File: src/rtl/core/mbf_pkg.sv
`timescale 1ns / 1ps
`default_nettype none
// ----------------------------------------------------------------------------
// mbf_pkg: shared types and constants for the metaball field evaluator
// Formats, grid coordinate table and the cell-to-cell link structures.
// ----------------------------------------------------------------------------
package mbf_pkg;

  localparam int GRID_SIZE  = 32;
  localparam int BALL_COUNT = 3;

  localparam int IDX_W     = 5;
  localparam int IDX_DEPTH = 1 << IDX_W;
  localparam int SLOT_W    = 2;
  localparam int ENERGY_W  = 16;
  localparam int POS_W     = 16;
  localparam int COORD_W   = 20;
  localparam int DIFF_W    = COORD_W + 1;
  localparam int MAG_W     = COORD_W;
  localparam int SQ_W      = 2 * MAG_W;
  localparam int LEN_W     = SQ_W + 2;
  localparam int DIV_SHIFT = 22;
  localparam int DIV_W     = ENERGY_W + DIV_SHIFT;
  localparam int CNT_W     = $clog2(DIV_W);
  localparam int FIELD_W   = 24;

  localparam int HALF_SPAN_Q12 = 20480;
  localparam int SPAN_Q12      = 40960;

  localparam logic [FIELD_W-1:0] FIELD_MAX      = {FIELD_W{1'b1}};
  localparam logic [FIELD_W-1:0] ZERO_DIST_TERM = FIELD_W'(1) << DIV_SHIFT;
  localparam logic [CNT_W-1:0]   DIV_LAST       = CNT_W'(DIV_W - 1);

  localparam logic CMD_STORE = 1'b0;
  localparam logic CMD_EVAL  = 1'b1;

  typedef logic signed [COORD_W-1:0] coord_t;
  typedef logic signed [POS_W-1:0]   pos_t;

  typedef struct packed {
    coord_t x;
    coord_t y;
    coord_t z;
  } vox_t;

  typedef struct packed {
    logic [ENERGY_W-1:0] energy;
    pos_t                x;
    pos_t                y;
    pos_t                z;
  } ball_t;

  typedef struct packed {
    logic diff_en;
    logic sq_en;
    logic len_en;
    logic div_en;
  } ctl_t;

  typedef struct packed {
    logic               valid;
    logic [FIELD_W-1:0] sum;
    logic               sat;
  } link_t;

  function automatic logic [IDX_DEPTH*COORD_W-1:0] build_coord_table();
    logic [IDX_DEPTH*COORD_W-1:0] tbl;
    int i;
    tbl = '0;
    for (i = 0; i < IDX_DEPTH; i++) begin
      tbl[i*COORD_W +: COORD_W] =
        COORD_W'((i * SPAN_Q12 + GRID_SIZE / 2) / GRID_SIZE - HALF_SPAN_Q12);
    end
    return tbl;
  endfunction

  localparam logic [IDX_DEPTH*COORD_W-1:0] COORD_TABLE = build_coord_table();

  function automatic coord_t coord_of(input logic [IDX_W-1:0] idx);
    coord_t c;
    c = COORD_TABLE[idx*COORD_W +: COORD_W];
    return c;
  endfunction

endpackage
`default_nettype wire

File: src/rtl/core/mbf_cell.sv
`timescale 1ns / 1ps
`default_nettype none
// ----------------------------------------------------------------------------
// mbf_cell: one ball of the field chain
// Holds one ball, forms the squared distance to the voxel, divides the energy
// by it bit-serially and adds its term to the running sum from its neighbor.
// ----------------------------------------------------------------------------
module mbf_cell (
  input  wire logic           clk,
  input  wire logic           rst,
  input  wire logic           wr_en,
  input  wire mbf_pkg::ball_t wr_ball,
  input  wire mbf_pkg::ctl_t  ctl,
  input  wire mbf_pkg::vox_t  vox,
  input  wire mbf_pkg::link_t chain_in,
  output mbf_pkg::link_t      chain_out
);
  import mbf_pkg::*;

  logic [ENERGY_W-1:0]      energy;
  pos_t                     pos_x, pos_y, pos_z;
  logic signed [DIFF_W-1:0] diff_x, diff_y, diff_z;
  logic [DIFF_W-1:0]        abs_x, abs_y, abs_z;
  logic [SQ_W-1:0]          sq_x, sq_y, sq_z;
  logic [LEN_W-1:0]         lensq;
  logic [LEN_W-1:0]         rem;
  logic [DIV_W-1:0]         dq;
  logic [LEN_W:0]           shifted, sub;
  logic                     ge;
  logic                     zero_dist, over;
  logic [FIELD_W-1:0]       term;
  logic [FIELD_W:0]         sum_wide;
  logic                     sat_next;
  logic                     link_valid;
  logic [FIELD_W-1:0]       link_sum;
  logic                     link_sat;

  always_ff @(posedge clk) begin
    if (rst) begin
      energy <= '0;
      pos_x  <= '0;
      pos_y  <= '0;
      pos_z  <= '0;
    end else if (wr_en) begin
      energy <= wr_ball.energy;
      pos_x  <= wr_ball.x;
      pos_y  <= wr_ball.y;
      pos_z  <= wr_ball.z;
    end
  end

  always_comb begin
    abs_x = diff_x[DIFF_W-1] ? DIFF_W'(-diff_x) : DIFF_W'(diff_x);
    abs_y = diff_y[DIFF_W-1] ? DIFF_W'(-diff_y) : DIFF_W'(diff_y);
    abs_z = diff_z[DIFF_W-1] ? DIFF_W'(-diff_z) : DIFF_W'(diff_z);
    shifted = {rem, dq[DIV_W-1]};
    sub     = shifted - {1'b0, lensq};
    ge      = (shifted >= {1'b0, lensq});
  end

  always_ff @(posedge clk) begin
    if (ctl.diff_en) begin
      diff_x <= DIFF_W'(pos_x) - DIFF_W'($signed(vox.x));
      diff_y <= DIFF_W'(pos_y) - DIFF_W'($signed(vox.y));
      diff_z <= DIFF_W'(pos_z) - DIFF_W'($signed(vox.z));
    end
    if (ctl.sq_en) begin
      sq_x <= abs_x[MAG_W-1:0] * abs_x[MAG_W-1:0];
      sq_y <= abs_y[MAG_W-1:0] * abs_y[MAG_W-1:0];
      sq_z <= abs_z[MAG_W-1:0] * abs_z[MAG_W-1:0];
    end
    if (ctl.len_en) begin
      lensq <= LEN_W'(sq_x) + LEN_W'(sq_y) + LEN_W'(sq_z);
      rem   <= '0;
      dq    <= {energy, {DIV_SHIFT{1'b0}}};
    end else if (ctl.div_en) begin
      rem <= ge ? sub[LEN_W-1:0] : shifted[LEN_W-1:0];
      dq  <= {dq[DIV_W-2:0], ge};
    end
  end

  always_comb begin
    zero_dist = (lensq == '0);
    over      = !zero_dist && (|dq[DIV_W-1:FIELD_W]);
    term      = zero_dist ? ZERO_DIST_TERM : dq[FIELD_W-1:0];
    sum_wide  = {1'b0, chain_in.sum} + {1'b0, term};
    sat_next  = chain_in.sat | over | sum_wide[FIELD_W];
  end

  always_ff @(posedge clk) begin
    if (rst) begin
      link_valid <= 1'b0;
    end else begin
      link_valid <= chain_in.valid;
    end
  end

  always_ff @(posedge clk) begin
    if (chain_in.valid) begin
      link_sum <= sat_next ? FIELD_MAX : sum_wide[FIELD_W-1:0];
      link_sat <= sat_next;
    end
  end

  assign chain_out = '{valid: link_valid, sum: link_sum, sat: link_sat};

endmodule
`default_nettype wire

File: config.mk
export PLATFORM = sky130hd
export DESIGN_NAME = mbf_cell
export DESIGN_NICKNAME = d
export VERILOG_FILES = /design/src/rtl/core/mbf_pkg.sv /design/src/rtl/core/mbf_cell.sv
export SDC_FILE = /design/constraint.sdc
export NUM_CORES = 2
export LEC_CHECK = 0
export BUFFER_PORTS_ARGS = -buffer_cell sky130_fd_sc_hd__buf_2
export CORE_MARGIN = 1.5
export CORE_UTILIZATION = 40
export CTS_CLUSTER_DIAMETER = 100
export DETAILED_ROUTE_END_ITERATION = 16
export GPL_ROUTABILITY_DRIVEN = 0
export PLACE_DENSITY = 0.61
export SYNTH_ARGS = -nofsm -noshare
export SYNTH_HDL_FRONTEND = slang
export SYNTH_SLANG_ARGS = --single-unit
File: constraint.sdc
create_clock -name clk -period 26.4 [get_ports clk]
set_clock_uncertainty 0.2 [all_clocks]
set_input_delay 1.32 -clock clk [delete_from_list [all_inputs] [get_ports clk]]
set_output_delay 1.32 -clock clk [all_outputs]
set_load 0.1 [all_outputs]
==> results.py <==
metrics = {
    "timing": {
        "fin_setup_tns_ps": 0,
        "worst_slew_pin_slew_ps": 1200,
        "min_period_ps": 10540,
        "setup_viol": 0,
        "slew_headroom_pct": 19.9,
        "rsz0062_at_grt": "false",
        "final_hold_viol_count": 0,
        "slew_violations": 0,
        "fmax_mhz": 94.9,
        "post-route-period-util_pct": 39.9,
    },
    "clocking": {
        "cts-buffers-inserted": 50,
        "holdBufCountCts": 0,
        "cts_sinks": 392,
        "cts_tree": "built",
        "ctsResizeCount": 0,
        "cts_setup_buffers": 0,
        "cts_buffer_depth": 3,
        "cts-root-buf": "clkbuf_16",
        "htree_num_levels": 2,
        "clock_latency_ps": 670,
        "clk_pin_slew_ps": 70,
    },
    "logic_synthesis": {
        "async_flop_share_pct": 0,
        "syn_area_per_cell_um2": 9.51,
        "yosysSeqAreaShare_pct": 18.4,
        "synth_warnings": 0,
        "synth-seq-cells": 392,
        "yosysTopAreaCell": "fa_1",
        "synthTopCellsByArea": "fa_1 31%, edfxtp_1 14%, ha_1 13%, inv_1 8.2%, dfxtp_1 4.5%",
        "synthCells": 5978,
        "synth_edf_count": 263,
        "yosysUniqueCellTypes": 101,
        "synth_top_area_share_pct": 31.1,
        "synthFlopType": "edfxtp_1",
        "syn_area_um2": 56900,
    },
    "worst_setup_path": {
        "slowest_stage": "xor2_1",
        "cpPeakStageDelay_ps": 740,
        "endpoint_kind": "flop",
        "reg2reg_depth": 31,
        "required_ps": 26580,
        "worst_path_most_repeated_cell": "fa_1",
        "critPathKind": "reg2reg",
        "startpoint_type": "flop",
        "cp_max_fo": 11,
        "arrival_ps": 10720,
    },
    "place": {
        "dpl.hpwl_um": 115000,
        "dp_cells": 7965,
        "port_buffers": 182,
    },
    "route": {
        "drt_iter0_markers": 2251,
        "firstDrtPassIters": 5,
        "viasPerCell": 5.04,
        "ant_nets": 0,
        "drt-wirelength-per-cell_um": 17.3,
        "drc": 0,
        "vias": 40700,
        "wl_um": 139000,
    },
    "die": {
        "core_area_um2": 141000,
        "die_width_um": 380,
        "dieHeight_um": 380,
        "fp-row-count": 138,
        "io_pins": 183,
        "initial_utilization_pct": 40.3,
        "die-area_um2": 144000,
    },
    "global_routing": {
        "grt_pass1_vias": 43000,
        "grt_usage_pct": 19.5,
        "grt_max_degree": 95,
        "grt_pass1_wl_um": 227000,
        "antenna_found_initial": 1,
        "overflow": 0,
    },
    "final_layout": {
        "final_layout_size_suffix_gt1_share_pct": 6.39,
        "fin_util_pct": 43.8,
        "area_delta_synth_final_pct": 8.76,
        "final_cells": 8059,
        "nNetsFinal": 7770,
    },
    "min_path": {
        "hold_depth": 2,
        "holdCritPathClass": "reg2reg",
    },
    "run": {
        "drv_cap": 0,
    },
    "run_status": {
        "status": "finished clean",
    },
}
Yosys cell counts, types with 14 or more instances:
library cell and instances:
a211oi_1 53, nor4_1 22, dfxtp_1 129, or3_1 19, and3_1 24, nor3_1 55, inv_1 1248, a31oi_1 25
nand4_1 23, o21bai_1 30, nor2_1 559, nor2b_1 62, clkbuf_1 110, xnor2_1 206, o31ai_1 24, a21o_1 124
ha_1 603, buf_2 18, a21oi_1 236, fa_1 883, nand2b_1 54, mux2i_1 101, xor2_1 103, a21boi_0 15
o21ai_0 134, a22o_1 14, and2_1 17, o21a_1 31, edfxtp_1 263, nand2_1 493, nand3_1 60
critical path, delay by kind of cell, from the launching register on:
family | cells | cell delay [ps]
compound gates | 7 | 2020
xor+xnor | 2 | 870
buf+inv | 6 | 950
flops | 1 | 470
simple gates | 8 | 1960
fa+ha+maj | 8 | 3760
state kept, by name, indices dropped and copies added (netlist names), 21 cells and up:
register  flops
sq_y         39
diff_x       21
sq_z         39
diff_z       21
diff_y       21
sq_x         39
dq           38
link_sum     24
lensq        42
rem          42
cells by family after synthesis:
family	synth area share (%)
compound gates	9.72
flops	18.4
other cells	0.00659
fa+ha+maj	44.4
simple gates	11.1
buf+inv	9.38
xor+xnor	5.01
mux	1.96
final timing paths:
kind	from	endpoint	slack [ps]
max reg2reg	diff_x[3]	sq_x[39]	15860
min reg2reg	rem[34]	rem[35]	260
min	rem[34]	rem[35]	260
max	diff_x[3]	sq_x[39]	15860
cell usage in the layout (no fill, tap or decap), types with 15 or more instances in the layout:
cell type,Yosys,final
o21a_1,31,31
nand2_1,493,493
nand2b_1,54,54
clkbuf_16,0,50
mux2i_1,101,101
dfxtp_1,129,129
nand3_1,60,60
fa_1,883,883
a31oi_1,25,25
a211oi_1,53,53
o21bai_1,30,30
and2_1,17,17
xnor2_1,206,203
xor2_1,103,102
a21boi_0,15,15
and3_1,24,24
edfxtp_1,263,263
buf_4,5,62
ha_1,603,603
or3_1,19,19
clkinv_1,11,15
inv_1,1248,1248
a21oi_1,236,236
nor2b_1,62,62
nor4_1,22,22
nor3_1,55,54
nand4_1,23,23
buf_2,18,176
o21ai_0,134,134
nor2_1,559,559
o31ai_1,24,24
a21o_1,124,124
per-stage QoR:
stage	cell area, µm²	worst slack, ps	hold WS [ps]
after CTS	61800	15930	259
final	61800	15860	264
after global routing	61800	15330	299
after global placement	60000	16240	275
after floorplan	56900	17130	221
after detailed placement	60000	15990	282
layer usage:
metal | wire [µm] | share of wire [%] | GRT usage (%) | vias up
met5 | 0 | 0 | 0 | -
met4 | 3450 | 2.5 | 4.58 | 0
met3 | 6870 | 4.9 | 2.56 | 194
met2 | 67600 | 49 | 33.5 | 983
met1 | 61100 | 44 | 25.9 | 20100
li1 | - | - | - | 19400
layout make-up:
cell class	instances	area (µm²)
fillers	13700	79400
diodes	2	5.00
inverters	1263	4740
clock buffers	59	1320
flip-flops and latches	392	10500
well taps	1890	2360
clock inverters	33	505
multi-input cells	4182	41100
repair buffers	238	1350
Power is left out: the tool's default activity adds up to more than one toggle a clock period on the data nets, which glitch-free logic cannot reach.
