## src/rtl/core/mbf_pkg.sv

```systemverilog
`timescale 1ns / 1ps
`default_nettype none
// ----------------------------------------------------------------------------
// mbf_pkg: shared types and constants for the metaball field evaluator
// Formats, grid coordinate table and the cell-to-cell link structures.
// ----------------------------------------------------------------------------
package mbf_pkg;

  localparam int GRID_SIZE  = 32;
  localparam int BALL_COUNT = 3;

  localparam int IDX_W     = 5;
  localparam int IDX_DEPTH = 1 << IDX_W;
  localparam int SLOT_W    = 2;
  localparam int ENERGY_W  = 16;
  localparam int POS_W     = 16;
  localparam int COORD_W   = 20;
  localparam int DIFF_W    = COORD_W + 1;
  localparam int MAG_W     = COORD_W;
  localparam int SQ_W      = 2 * MAG_W;
  localparam int LEN_W     = SQ_W + 2;
  localparam int DIV_SHIFT = 22;
  localparam int DIV_W     = ENERGY_W + DIV_SHIFT;
  localparam int CNT_W     = $clog2(DIV_W);
  localparam int FIELD_W   = 24;

  localparam int HALF_SPAN_Q12 = 20480;
  localparam int SPAN_Q12      = 40960;

  localparam logic [FIELD_W-1:0] FIELD_MAX      = {FIELD_W{1'b1}};
  localparam logic [FIELD_W-1:0] ZERO_DIST_TERM = FIELD_W'(1) << DIV_SHIFT;
  localparam logic [CNT_W-1:0]   DIV_LAST       = CNT_W'(DIV_W - 1);

  localparam logic CMD_STORE = 1'b0;
  localparam logic CMD_EVAL  = 1'b1;

  typedef logic signed [COORD_W-1:0] coord_t;
  typedef logic signed [POS_W-1:0]   pos_t;

  typedef struct packed {
    coord_t x;
    coord_t y;
    coord_t z;
  } vox_t;

  typedef struct packed {
    logic [ENERGY_W-1:0] energy;
    pos_t                x;
    pos_t                y;
    pos_t                z;
  } ball_t;

  typedef struct packed {
    logic diff_en;
    logic sq_en;
    logic len_en;
    logic div_en;
  } ctl_t;

  typedef struct packed {
    logic               valid;
    logic [FIELD_W-1:0] sum;
    logic               sat;
  } link_t;

  function automatic logic [IDX_DEPTH*COORD_W-1:0] build_coord_table();
    logic [IDX_DEPTH*COORD_W-1:0] tbl;
    int i;
    tbl = '0;
    for (i = 0; i < IDX_DEPTH; i++) begin
      tbl[i*COORD_W +: COORD_W] =
        COORD_W'((i * SPAN_Q12 + GRID_SIZE / 2) / GRID_SIZE - HALF_SPAN_Q12);
    end
    return tbl;
  endfunction

  localparam logic [IDX_DEPTH*COORD_W-1:0] COORD_TABLE = build_coord_table();

  function automatic coord_t coord_of(input logic [IDX_W-1:0] idx);
    coord_t c;
    c = COORD_TABLE[idx*COORD_W +: COORD_W];
    return c;
  endfunction

endpackage
`default_nettype wire

```

## src/rtl/core/mbf_ctrl.sv

```systemverilog
`timescale 1ns / 1ps
`default_nettype none
// ----------------------------------------------------------------------------
// mbf_ctrl: sequencer and result register
// Takes transactions, maps voxel indices to coordinates, steps the cell chain
// through its phases and hands the chain's final sum to the result register.
// ----------------------------------------------------------------------------
module mbf_ctrl (
  input  wire logic                       clk,
  input  wire logic                       rst,
  input  wire logic                       item_valid,
  output logic                            item_stall,
  input  wire logic                       command,
  input  wire logic [mbf_pkg::IDX_W-1:0]  voxel_col,
  input  wire logic [mbf_pkg::IDX_W-1:0]  voxel_row,
  input  wire logic [mbf_pkg::IDX_W-1:0]  voxel_slice,
  output mbf_pkg::ctl_t                   ctl,
  output mbf_pkg::vox_t                   vox,
  output mbf_pkg::link_t                  head,
  input  wire mbf_pkg::link_t             tail,
  output logic                            result_valid,
  input  wire logic                       result_stall,
  output logic [mbf_pkg::FIELD_W-1:0]     field_value,
  output logic                            field_saturated
);
  import mbf_pkg::*;

  localparam logic [2:0] ST_IDLE = 3'd0;
  localparam logic [2:0] ST_DIFF = 3'd1;
  localparam logic [2:0] ST_SQR  = 3'd2;
  localparam logic [2:0] ST_LEN  = 3'd3;
  localparam logic [2:0] ST_DIV  = 3'd4;
  localparam logic [2:0] ST_FIRE = 3'd5;
  localparam logic [2:0] ST_ACC  = 3'd6;
  localparam logic [2:0] ST_HOLD = 3'd7;

  logic [2:0]       state, state_next;
  logic [CNT_W-1:0] cnt;
  logic             accept, out_free;

  assign item_stall = (state != ST_IDLE);
  assign accept     = item_valid && !item_stall;
  assign out_free   = !result_valid || !result_stall;

  always_comb begin
    state_next = state;
    case (state)
      ST_IDLE: begin
        if (accept && command == CMD_EVAL) state_next = ST_DIFF;
      end
      ST_DIFF: state_next = ST_SQR;
      ST_SQR:  state_next = ST_LEN;
      ST_LEN:  state_next = ST_DIV;
      ST_DIV: begin
        if (cnt == DIV_LAST) state_next = ST_FIRE;
      end
      ST_FIRE: state_next = ST_ACC;
      ST_ACC: begin
        if (tail.valid) state_next = ST_HOLD;
      end
      ST_HOLD: begin
        if (out_free) state_next = ST_IDLE;
      end
      default: state_next = ST_IDLE;
    endcase
  end

  always_ff @(posedge clk) begin
    if (rst) begin
      state <= ST_IDLE;
    end else begin
      state <= state_next;
    end
  end

  always_ff @(posedge clk) begin
    if (state == ST_LEN) begin
      cnt <= '0;
    end else if (state == ST_DIV) begin
      cnt <= cnt + CNT_W'(1);
    end
  end

  always_ff @(posedge clk) begin
    if (accept) begin
      vox.x <= coord_of(voxel_col);
      vox.y <= coord_of(voxel_row);
      vox.z <= coord_of(voxel_slice);
    end
  end

  assign ctl = '{diff_en: state == ST_DIFF, sq_en: state == ST_SQR,
                 len_en: state == ST_LEN, div_en: state == ST_DIV};

  assign head = '{valid: state == ST_FIRE, sum: '0, sat: 1'b0};

  always_ff @(posedge clk) begin
    if (rst) begin
      result_valid <= 1'b0;
    end else if (state == ST_HOLD && out_free) begin
      result_valid <= 1'b1;
    end else if (!result_stall) begin
      result_valid <= 1'b0;
    end
  end

  always_ff @(posedge clk) begin
    if (state == ST_HOLD && out_free) begin
      field_value     <= tail.sum;
      field_saturated <= tail.sat;
    end
  end

endmodule
`default_nettype wire

```

## config.mk

```make
export PLATFORM = sky130hd
export DESIGN_NAME = mbf_ctrl
export DESIGN_NICKNAME = d
export VERILOG_FILES = /design/src/rtl/core/mbf_pkg.sv /design/src/rtl/core/mbf_ctrl.sv
export SDC_FILE = /design/constraint.sdc
export NUM_CORES = 1
export LEC_CHECK = 0
export BUFFER_PORTS_ARGS = -buffer_cell sky130_fd_sc_hd__buf_4
export CAP_MARGIN = 20
export CORE_ASPECT_RATIO = 1.1
export CORE_MARGIN = 4
export CORE_UTILIZATION = 35
export CTS_BUF_LIST = sky130_fd_sc_hd__clkbuf_8
export DETAILED_ROUTE_END_ITERATION = 10
export PLACE_DENSITY = 0.67
export SETUP_SLACK_MARGIN = 0.1
export SLEW_MARGIN = 20
export SYNTH_ARGS = -nofsm -noshare
export SYNTH_HDL_FRONTEND = slang
export SYNTH_SLANG_ARGS = --single-unit
```

## constraint.sdc

```tcl
create_clock -name clk -period 2.4 [get_ports clk]
set_clock_uncertainty 0.15 [all_clocks]
set_input_delay 0.48 -clock clk [delete_from_list [all_inputs] [get_ports clk]]
set_output_delay 0.48 -clock clk [all_outputs]
set_load 0.02 [all_outputs]
```

==> impl_metrics.env, run 1 <==
export IMPL_nets=423
export IMPL_rsz0062_at_grt="false"
export IMPL_pwr_share_seq=0.498
export IMPL_diodes=0
export IMPL_status="finished clean"
export IMPL_cts_inserted_buffers=9
export IMPL_required_ns=1.77
export IMPL_core_um2=8450
export IMPL_io_pins=163
export IMPL_die_h_um=106
export IMPL_p_per_area_nw_per_um2=635
export IMPL_io_buffers=113
export IMPL_ys_flop_type="edfxtp_1"
export IMPL_synth_top_cell_by_area="edfxtp_1"
export IMPL_fin_crit_ns=2.05
export IMPL_setup_worst_path_class="reg2out"
export IMPL_dieArea_um2=10300
export IMPL_final_cell_mix="116 x buf_4, 49 x conb_1, 49 x edfxtp_1"
export IMPL_ys_top_cells_by_area="edfxtp_1 48%, buf_4 15%, dfxtp_1 6.6%, ha_1 4.5%, inv_1 2.3%"
export IMPL_worstRegToRegCells=3
export IMPL_grt_pass1_wl_mm=9.32
export IMPL_power_internal_uw=1770
export IMPL_slew_violations=0
export IMPL_cts_tree="built"
export IMPL_worstPathArrival_ns=1.42
export IMPL_yosys_area_top_type_share=0.482
export IMPL_utilization=0.462
export IMPL_routedWlPerCell_um=12.5
export IMPL_path_clk_slew_ns=0.07
export IMPL_drt_pass1_iter_count=4
export IMPL_clockPowerShare=0.308
export IMPL_insertion_delay_ns=0.32
export IMPL_dieWidth_um=97.0
export IMPL_p_leak_uw=0.00178
export IMPL_start_util=0.361
export IMPL_p_sw_uw=707
export IMPL_combPwrFrac=0.194
export IMPL_overflow=0
export IMPL_reg2reg_slack_ns=0.67
export IMPL_holdCritPathClass="in2reg"
export IMPL_ant_nets=0
export IMPL_synthCells=263
export IMPL_clock_root_buffer="clkbuf_8"
export IMPL_area_growth_pct=28.0
export IMPL_postCtsHoldBufs=0
export IMPL_end_kind="output pin"
export IMPL_grt_pass1_vias=1899
export IMPL_num_vias=2083
export IMPL_switching_share=0.285
export IMPL_post_cts_buffers=0
export IMPL_crit_fanout=13
export IMPL_antenna_found_initial=0
export IMPL_cts_htree_levels=3
export IMPL_routabilityCongestion=0.805
export IMPL_post_route_period_util=0.856
export IMPL_min_delay_start="tail[11]"
export IMPL_start_kind="flop"
export IMPL_drc_errors=0
export IMPL_drive_above_1_share=0.372
export IMPL_async_flop_share=0
export IMPL_tns_ns=0
export IMPL_grt_max_degree=26
export IMPL_synth_cell_types=43
export IMPL_wl_mm=6.01
export IMPL_clkSinkCount=59
export IMPL_rr_endpoint="vox[14]"
export IMPL_grt_usage=0.116
export IMPL_cts_buffer_depth=2
export IMPL_rows=35
export IMPL_finalSetupViolCount=0
export IMPL_synth_area_um2=3050
export IMPL_hold_depth=1
export IMPL_peakVddDrop_uv=236
export IMPL_post_dp_hpwl_mm=4.80
export IMPL_min_to="field_value[10]"
export IMPL_total_power_uw=2480
export IMPL_fmax_mhz=487
export IMPL_cts_resized=0
export IMPL_timing_hold_violations_final=0
export IMPL_final_common_cell="buf_4"
export IMPL_ys_warn_count=0
export IMPL_synth_edff_count=49
export IMPL_yosys_register_bits=59
export IMPL_syn_area_per_cell_um2=11.6
export IMPL_timing_max_cap_violations=0
export IMPL_r2r_start="state[0]"
export IMPL_initialDrtViolationCount=100
export IMPL_drt_vias_per_instance=4.32
export IMPL_yosysSeqAreaShare=0.548
==> kinds of logic after synthesis <==
kind of cell,share of synthesized area
compound gates,0.0878
xor+xnor,0.0201
fa+ha+maj,0.0451
buf+inv,0.193
flops,0.548
mux,0.0164
other cells,0.00123
simple gates,0.0886
==> sequential cells by signal, indices dropped and copies added, names as in the netlist <==
signal and count:
field_saturated 1, result_valid 1, cnt 6, vox 24, state 3, field_value 24
==> per-stage QoR <==
stage                     hold slack, ns  worst slack (ns)  std cells  instance area [um2]
after floorplan                    0.283             0.250        311                 3240
after global placement             0.301             0.656        466                 3730
after detailed placement           0.305             0.643        466                 3730
after CTS                          0.149             0.303        482                 3900
after global routing               0.140             0.187        482                 3900
final                              0.177             0.345        482                 3900
==> cell type report <==
| cell class | instances | area, um2 |
|---|---|---|
| inverter | 20 | 75.1 |
| clock buffer | 10 | 138 |
| sequential | 59 | 1670 |
| fill | 796 | 4550 |
| tap | 111 | 139 |
| timing repair buffer | 116 | 871 |
| multi-input combinational | 160 | 977 |
| clock inverter | 6 | 32.5 |
==> power by group through the flow <==
| stage | Combinational [uW] | Clock, uW | Sequential, uW |
|---|---|---|---|
| 6_report | 481 | 764 | 1230 |
| 5_1_grt | 521 | 865 | 1240 |
| 4_1_cts | 486 | 804 | 1230 |
| 3_5_place_dp | 487 | 0 | 1250 |
| 3_3_place_gp | 477 | 0 | 1250 |
| 2_1_floorplan | 326 | 0 | 1290 |
==> Yosys cell counts (2+ instances only) <==
| cell type | instances |
|---|---|
| nand2_1 | 9 |
| nand4_1 | 2 |
| and3_1 | 2 |
| nor2b_1 | 4 |
| dfxtp_1 | 10 |
| a22o_1 | 2 |
| edfxtp_1 | 49 |
| inv_1 | 19 |
| buf_2 | 7 |
| o211ai_1 | 2 |
| a31oi_1 | 4 |
| nand3_1 | 4 |
| xor2_1 | 3 |
| a21oi_1 | 11 |
| nand2b_1 | 2 |
| a211oi_1 | 7 |
| o21ai_0 | 9 |
| ha_1 | 11 |
| xnor2_1 | 4 |
| buf_4 | 62 |
| nor3_1 | 2 |
| nor2_1 | 7 |
| nand3b_1 | 2 |
| mux2i_1 | 5 |
| nor3b_1 | 4 |
| a21o_1 | 2 |
| clkbuf_1 | 2 |
==> critical path, stage by stage, from the launching register on <==
cell	delay, ns
dfxtp_1	0.54
nand3b_1	0.25
inv_1	0.16
buf_4	0.16
==> routing by layer <==
metal | vias up | part of all wire | global-route usage
met5 | - | 0 | 0
met4 | 0 | 0.014 | 0.0502
met1 | 929 | 0.42 | 0.132
li1 | 1013 | - | -
met2 | 134 | 0.45 | 0.185
met3 | 7 | 0.11 | 0.0545
==> worst max path at each step <==
stage / start / end / slack, ns / cells past startpoint
detailed placement: state[0] / vox[28] / 0.64 / 3
global placement: state[0] / vox[28] / 0.66 / 3
global route: state[0] / ctl[1] / 0.19 / 3
finish: state[0] / ctl[1] / 0.35 / 3
CTS: state[0] / ctl[1] / 0.30 / 3
floorplan: state[2] / vox[10] / 0.25 / 3
(Power assumes the default switching activity.)
==> inputs of run 2 (changes only) <==
--- a/config.mk
+++ b/config.mk
@@ -13,6 +13,7 @@
 export CTS_BUF_LIST = sky130_fd_sc_hd__clkbuf_8
 export DETAILED_ROUTE_END_ITERATION = 10
 export PLACE_DENSITY = 0.67
+export REMOVE_ABC_BUFFERS = 1
 export SETUP_SLACK_MARGIN = 0.1
 export SLEW_MARGIN = 20
 export SYNTH_ARGS = -nofsm -noshare
==> run 2 against run 1 <==
  * Routed wire length up 2.1%
  * First-iteration DRC count down 44%
  * Register-to-register slack about the same
  * Sequential cell count unchanged
  * Critical path type unchanged
  * Largest power group unchanged
  * Count of clock-buffer cells in the layout up 1
  * Clock power up 45%
==> impl_metrics.env, run 2 (synthesized netlist as in run 1, its figures left out) <==
export IMPL_dieArea_um2=10300
export IMPL_timing_critical_path_cells="nand3b_1 > inv_1 > buf_4"
export IMPL_r2r_start="state[0]"
export IMPL_total_power_uw=2820
export IMPL_final_cells=481
export IMPL_cts_tree="built"
export IMPL_drc_errors=0
export IMPL_core_um2=8450
export IMPL_worstRegToRegCells=3
export IMPL_reg2reg_slack_ns=0.66
export IMPL_finalSetupViolCount=0
export IMPL_post_route_period_util=0.843
export IMPL_start_kind="flop"
export IMPL_nets=422
export IMPL_p_leak_uw=0.00181
export IMPL_io_buffers=113
export IMPL_grt_pass1_vias=1881
export IMPL_rsz0062_at_grt="false"
export IMPL_postCtsHoldBufs=0
export IMPL_rr_endpoint="vox[51]"
export IMPL_num_vias=2078
export IMPL_slew_violations=0
export IMPL_timing_hold_violations_final=0
export IMPL_initialDrtViolationCount=56
export IMPL_overflow=0
export IMPL_cts_inserted_buffers=9
export IMPL_min_delay_start="tail[0]"
export IMPL_reg_largest_list="field_value x24, vox x24, cnt x6"
export IMPL_area_growth_pct=30.4
export IMPL_crit_fanout=13
export IMPL_dpl_cell_count=465
export IMPL_peakVddDrop_uv=301
export IMPL_clkSinkCount=59
export IMPL_hold_ws_ns=0.176
export IMPL_grt_max_degree=26
export IMPL_cpMaxStageDelayCell="dfxtp_1"
export IMPL_diodes=0
export IMPL_wl_mm=6.13
export IMPL_clock_root_buffer="clkbuf_8"
export IMPL_path_clk_slew_ns=0.07
export IMPL_routedWlPerCell_um=12.8
export IMPL_setup_worst_path_class="reg2out"
export IMPL_dieWidth_um=97.0
export IMPL_insertion_delay_ns=0.33
export IMPL_ant_nets=0
export IMPL_post_dp_hpwl_mm=4.83
export IMPL_final_common_cell="buf_4"
export IMPL_layout_setup_ws_ns=0.377
export IMPL_antenna_found_initial=0
export IMPL_final_cell_mix="115 x buf_4, 49 x conb_1, 49 x edfxtp_1"
export IMPL_end_kind="output pin"
export IMPL_required_ns=1.77
export IMPL_preCtsSetupSlack_ns=0.680
export IMPL_die_h_um=106
export IMPL_fmax_mhz=494
export IMPL_start_util=0.361
export IMPL_fin_crit_ns=2.02
export IMPL_routabilityCongestion=0.771
export IMPL_grt_usage=0.115
export IMPL_crit_path_max_incr_delay_ns=0.53
export IMPL_rows=35
export IMPL_utilization=0.471
export IMPL_drive_above_1_share=0.370
export IMPL_io_pins=163
export IMPL_cts_buffer_depth=2
export IMPL_critPathBufInv=2
export IMPL_holdCritPathClass="in2reg"
export IMPL_hold_depth=1
export IMPL_p_per_area_nw_per_um2=710
export IMPL_drt_vias_per_instance=4.32
export IMPL_drt_pass1_iter_count=4
export IMPL_grt_pass1_wl_mm=9.31
export IMPL_worstPathArrival_ns=1.39
export IMPL_timing_max_cap_violations=0
export IMPL_cts_resized=0
export IMPL_status="finished clean"
export IMPL_cts_htree_levels=3
export IMPL_cp_top_family="flip-flops"
export IMPL_post_cts_buffers=0
export IMPL_min_to="field_saturated"
run 2: metrics by stage:
step	setup TNS [ns]	cell area, um2
global route	0	3980
floorplan	-4.28	2720
CTS	0	3980
global placement	0	3730
detailed placement	0	3730
finish	0	3980
run 2: layout make-up:
| type | instances | area (um2) |
|---|---|---|
| clock buffer | 11 | 151 |
| clock inverter | 5 | 100 |
| fill | 778 | 4470 |
| inverter | 20 | 75.1 |
| multi-input combinational | 160 | 977 |
| sequential | 59 | 1670 |
| tap | 111 | 139 |
| timing repair buffer | 115 | 863 |
run 2: layer usage:
metal  vias up  GRT usage  routed length (um)
li1       1014          -                   -
met4         0     0.0602                 101
met2        94      0.198                3230
met5         -          0                   0
met1       961      0.128                2370
met3         9     0.0322                 432
run 2: how the worst max path moves through the flow:
stage             start      end  slack (ns)  cells after the start
2_1_floorplan  state[0]  vox[10]       -0.11                      2
3_3_place_gp   state[0]  vox[13]        0.69                      3
3_5_place_dp   state[0]  vox[13]        0.68                      3
4_1_cts        state[0]   ctl[1]        0.35                      3
5_1_grt        state[0]   ctl[1]        0.20                      3
6_report       state[0]   ctl[1]        0.38                      3
run 2: power by group:
group	switching [uW]	leakage, uW	total, uW	internal (uW)
sequential	50.5	0.000536	1240	1190
combinational	287	0.00114	476	190
clock	369	0.000131	1110	744
==> inputs of run 3 (changes only) <==
--- a/config.mk
+++ b/config.mk
@@ -5,6 +5,7 @@
 export SDC_FILE = /design/constraint.sdc
 export NUM_CORES = 1
 export LEC_CHECK = 0
+export ABC_AREA = 1
 export BUFFER_PORTS_ARGS = -buffer_cell sky130_fd_sc_hd__buf_4
 export CAP_MARGIN = 20
 export CORE_ASPECT_RATIO = 1.1
@@ -12,7 +13,7 @@
 export CORE_UTILIZATION = 35
 export CTS_BUF_LIST = sky130_fd_sc_hd__clkbuf_8
 export DETAILED_ROUTE_END_ITERATION = 10
-export PLACE_DENSITY = 0.67
+export PLACE_DENSITY = 0.68
 export REMOVE_ABC_BUFFERS = 1
 export SETUP_SLACK_MARGIN = 0.1
 export SLEW_MARGIN = 20
==> constraint.sdc (replaced) <==
create_clock -name clk -period 1.6 [get_ports clk]
set_clock_uncertainty 0.15 [all_clocks]
set_input_delay 0.32 -clock clk [delete_from_list [all_inputs] [get_ports clk]]
set_output_delay 0.32 -clock clk [all_outputs]
set_load 0.02 [all_outputs]
==> run 3 against run 2 <==
  * Area after synthesis shrank 2.9%
  * Non-clock buffer count increased by 35
  * Combinational power up 66%
  * Die area fell by 2.7%
  * Global-route usage grew 1.3 points
  * Worst hold slack lost 0.15 ns
  * Sequential share of layout area shrank 3.3 points
  * Critical path type unchanged
==> impl_metrics.env, run 3 <==
export IMPL_dieArea_um2=10000
export IMPL_cts_inserted_buffers=9
export IMPL_hold_depth=1
export IMPL_synth_cell_types=25
export IMPL_ant_nets=0
export IMPL_synth_area_um2=2960
export IMPL_p_per_area_nw_per_um2=873
export IMPL_drt_pass1_iter_count=4
export IMPL_total_power_uw=3790
export IMPL_start_util=0.366
export IMPL_min_to="field_value[6]"
export IMPL_synth_top_cell_by_area="edfxtp_1"
export IMPL_r2r_start="state[0]"
export IMPL_nets=475
export IMPL_final_common_cell="buf_4"
export IMPL_cts_htree_levels=3
export IMPL_hold_ws_ns=0.0293
export IMPL_num_vias=2224
export IMPL_grt_pass1_wl_mm=9.84
export IMPL_finalSetupViolCount=0
export IMPL_io_buffers=113
export IMPL_num_fill_cells=707
export IMPL_drive_above_1_share=0.402
export IMPL_area_growth_pct=46.5
export IMPL_final_cell_mix="118 x buf_4, 49 x conb_1, 49 x edfxtp_1"
export IMPL_yosys_area_top_type_share=0.497
export IMPL_overflow=0
export IMPL_grt_max_degree=25
export IMPL_drt_vias_per_instance=4.19
export IMPL_rows=34
export IMPL_antenna_found_initial=0
export IMPL_diodes=0
export IMPL_crit_fanout=5
export IMPL_layout_setup_ws_ns=0.0254
export IMPL_ys_flop_type="edfxtp_1"
export IMPL_synth_most_common_cell="buf_4"
export IMPL_peakVddDrop_uv=418
export IMPL_ys_top_cells_by_area="edfxtp_1 50%, buf_4 16%, dfxtp_1 6.8%, ha_1 4.6%, inv_1 3.7%"
export IMPL_reg_largest_list="field_value x24, vox x24, cnt x6"
export IMPL_grt_usage=0.128
export IMPL_required_ns=1.13
export IMPL_worstRegToRegCells=7
export IMPL_insertion_delay_ns=0.32
export IMPL_wl_mm=6.70
export IMPL_yosys_register_bits=59
export IMPL_end_kind="output pin"
export IMPL_multi_input_area_um2=927
export IMPL_ys_warn_count=0
export IMPL_synthCells=271
export IMPL_fin_crit_ns=1.57
export IMPL_async_flop_share=0
export IMPL_syn_area_per_cell_um2=10.9
export IMPL_die_h_um=104
export IMPL_initialDrtViolationCount=61
export IMPL_seqCellArea_um2=1680
export IMPL_crit_start="state[0]"
export IMPL_rsz0062_at_grt="true"
export IMPL_reg2reg_slack_ns=0.06
export IMPL_clkSinkCount=59
export IMPL_cts_tree="built"
export IMPL_rr_endpoint="field_value[17]"
export IMPL_path_clk_slew_ns=0.06
export IMPL_timing_hold_violations_final=0
export IMPL_post_dp_hpwl_mm=4.81
export IMPL_worstPathArrival_ns=1.10
export IMPL_dieWidth_um=95.7
export IMPL_holdCritPathClass="in2reg"
export IMPL_clock_root_buffer="clkbuf_8"
export IMPL_core_um2=8080
export IMPL_min_delay_start="tail[7]"
export IMPL_final_cells=531
export IMPL_synth_edff_count=49
export IMPL_status="finished clean"
export IMPL_routabilityCongestion=0.865
export IMPL_routedWlPerCell_um=12.6
export IMPL_io_pins=163
export IMPL_dpl_cell_count=483
export IMPL_slew_violations=0
export IMPL_yosysSeqAreaShare=0.564
export IMPL_timing_max_cap_violations=0
export IMPL_drc_errors=0
export IMPL_yosys_top_cells_count="62 x buf_4, 49 x edfxtp_1, 29 x inv_1, 24 x nand2_1, 21 x nor2_1"
export IMPL_setup_worst_path_class="reg2out"
export IMPL_cts_buffer_depth=2
export IMPL_preCtsSetupSlack_ns=0.0566
export IMPL_p_leak_uw=0.00204
export IMPL_fmax_mhz=635
export IMPL_post_route_period_util=0.984
export IMPL_start_kind="flop"
export IMPL_grt_pass1_vias=2161
## run 3: cell types whose count changed after synthesis, sizes merged, moves of 6 or more
cell | before | now
nand2 | 9 | 27
a211oi | 7 | 1
nor2 | 7 | 25
buf | 69 | 62
o21ai | 10 | 17
inv | 20 | 31
## run 3: cells by family after synthesis
family,after synthesis,synth area share
AOI/OAI and AO/OA,35,0.0668
xor gates and xnor gates,7,0.0207
adders and majority gates,11,0.0465
buffers and inverters,93,0.197
DFF,59,0.564
other,1,0.00127
and+or+nand+nor,65,0.103
## run 3: area by class of cell
type	count	share of cell area
Clock buffer	11	0.0349
Inverter	31	0.0280
Timing Repair Buffer	150	0.300
Multi-Input combinational cell	167	0.214
Clock inverter	5	0.00490
Sequential cell	59	0.388
Tap cell	108	0.0311
## run 3: worst max path at each step
stage                      end  slack [ns]
2_1_floorplan  field_saturated       -0.75
3_3_place_gp           vox[32]        0.11
3_5_place_dp           vox[32]        0.06
4_1_cts                 ctl[1]       -0.03
5_1_grt                 ctl[1]       -0.04
6_report                ctl[1]        0.03
## run 3: per-stage QoR
stage	utilization	setup TNS, ns	cell area, um2
after floorplan	-	-36.89	2680
after global placement	0.461	0	3730
after detailed placement	0.461	0	3730
after CTS	0.526	-0.0501	4250
after global routing	0.537	-0.0944	4340
final	0.537	0	4340
## run 3: where the power goes
part	internal, uW	switching, uW
clock	624	533
sequential	1780	63.3
combinational	329	459
total	2730	1050
## run 3: worst max-delay path: stages, from the launching register on
cell,delay (ns)
dfxtp_4,0.40
nand2_4,0.06
buf_6,0.12
nor2_4,0.09
buf_6,0.12
## run 3: routing by layer
metal  share of wire  global-route usage  wire length (um)
met1            0.36               0.127              2430
met2            0.50               0.230              3350
met3            0.11              0.0376               722
met4           0.029              0.0732               193
met5               0                   0                 0
## run 3: timing repair
action / 4_1_cts / 5_1_grt
hold buffers: 13 / 1
setup buffers: 13 / 2
endpoints found under the setup margin: 31 / 62
gates cloned: 2 / 1
gates resized for setup: 21 / 10
hold endpoints to repair: 13 / 1
pin swaps: 4 / 3
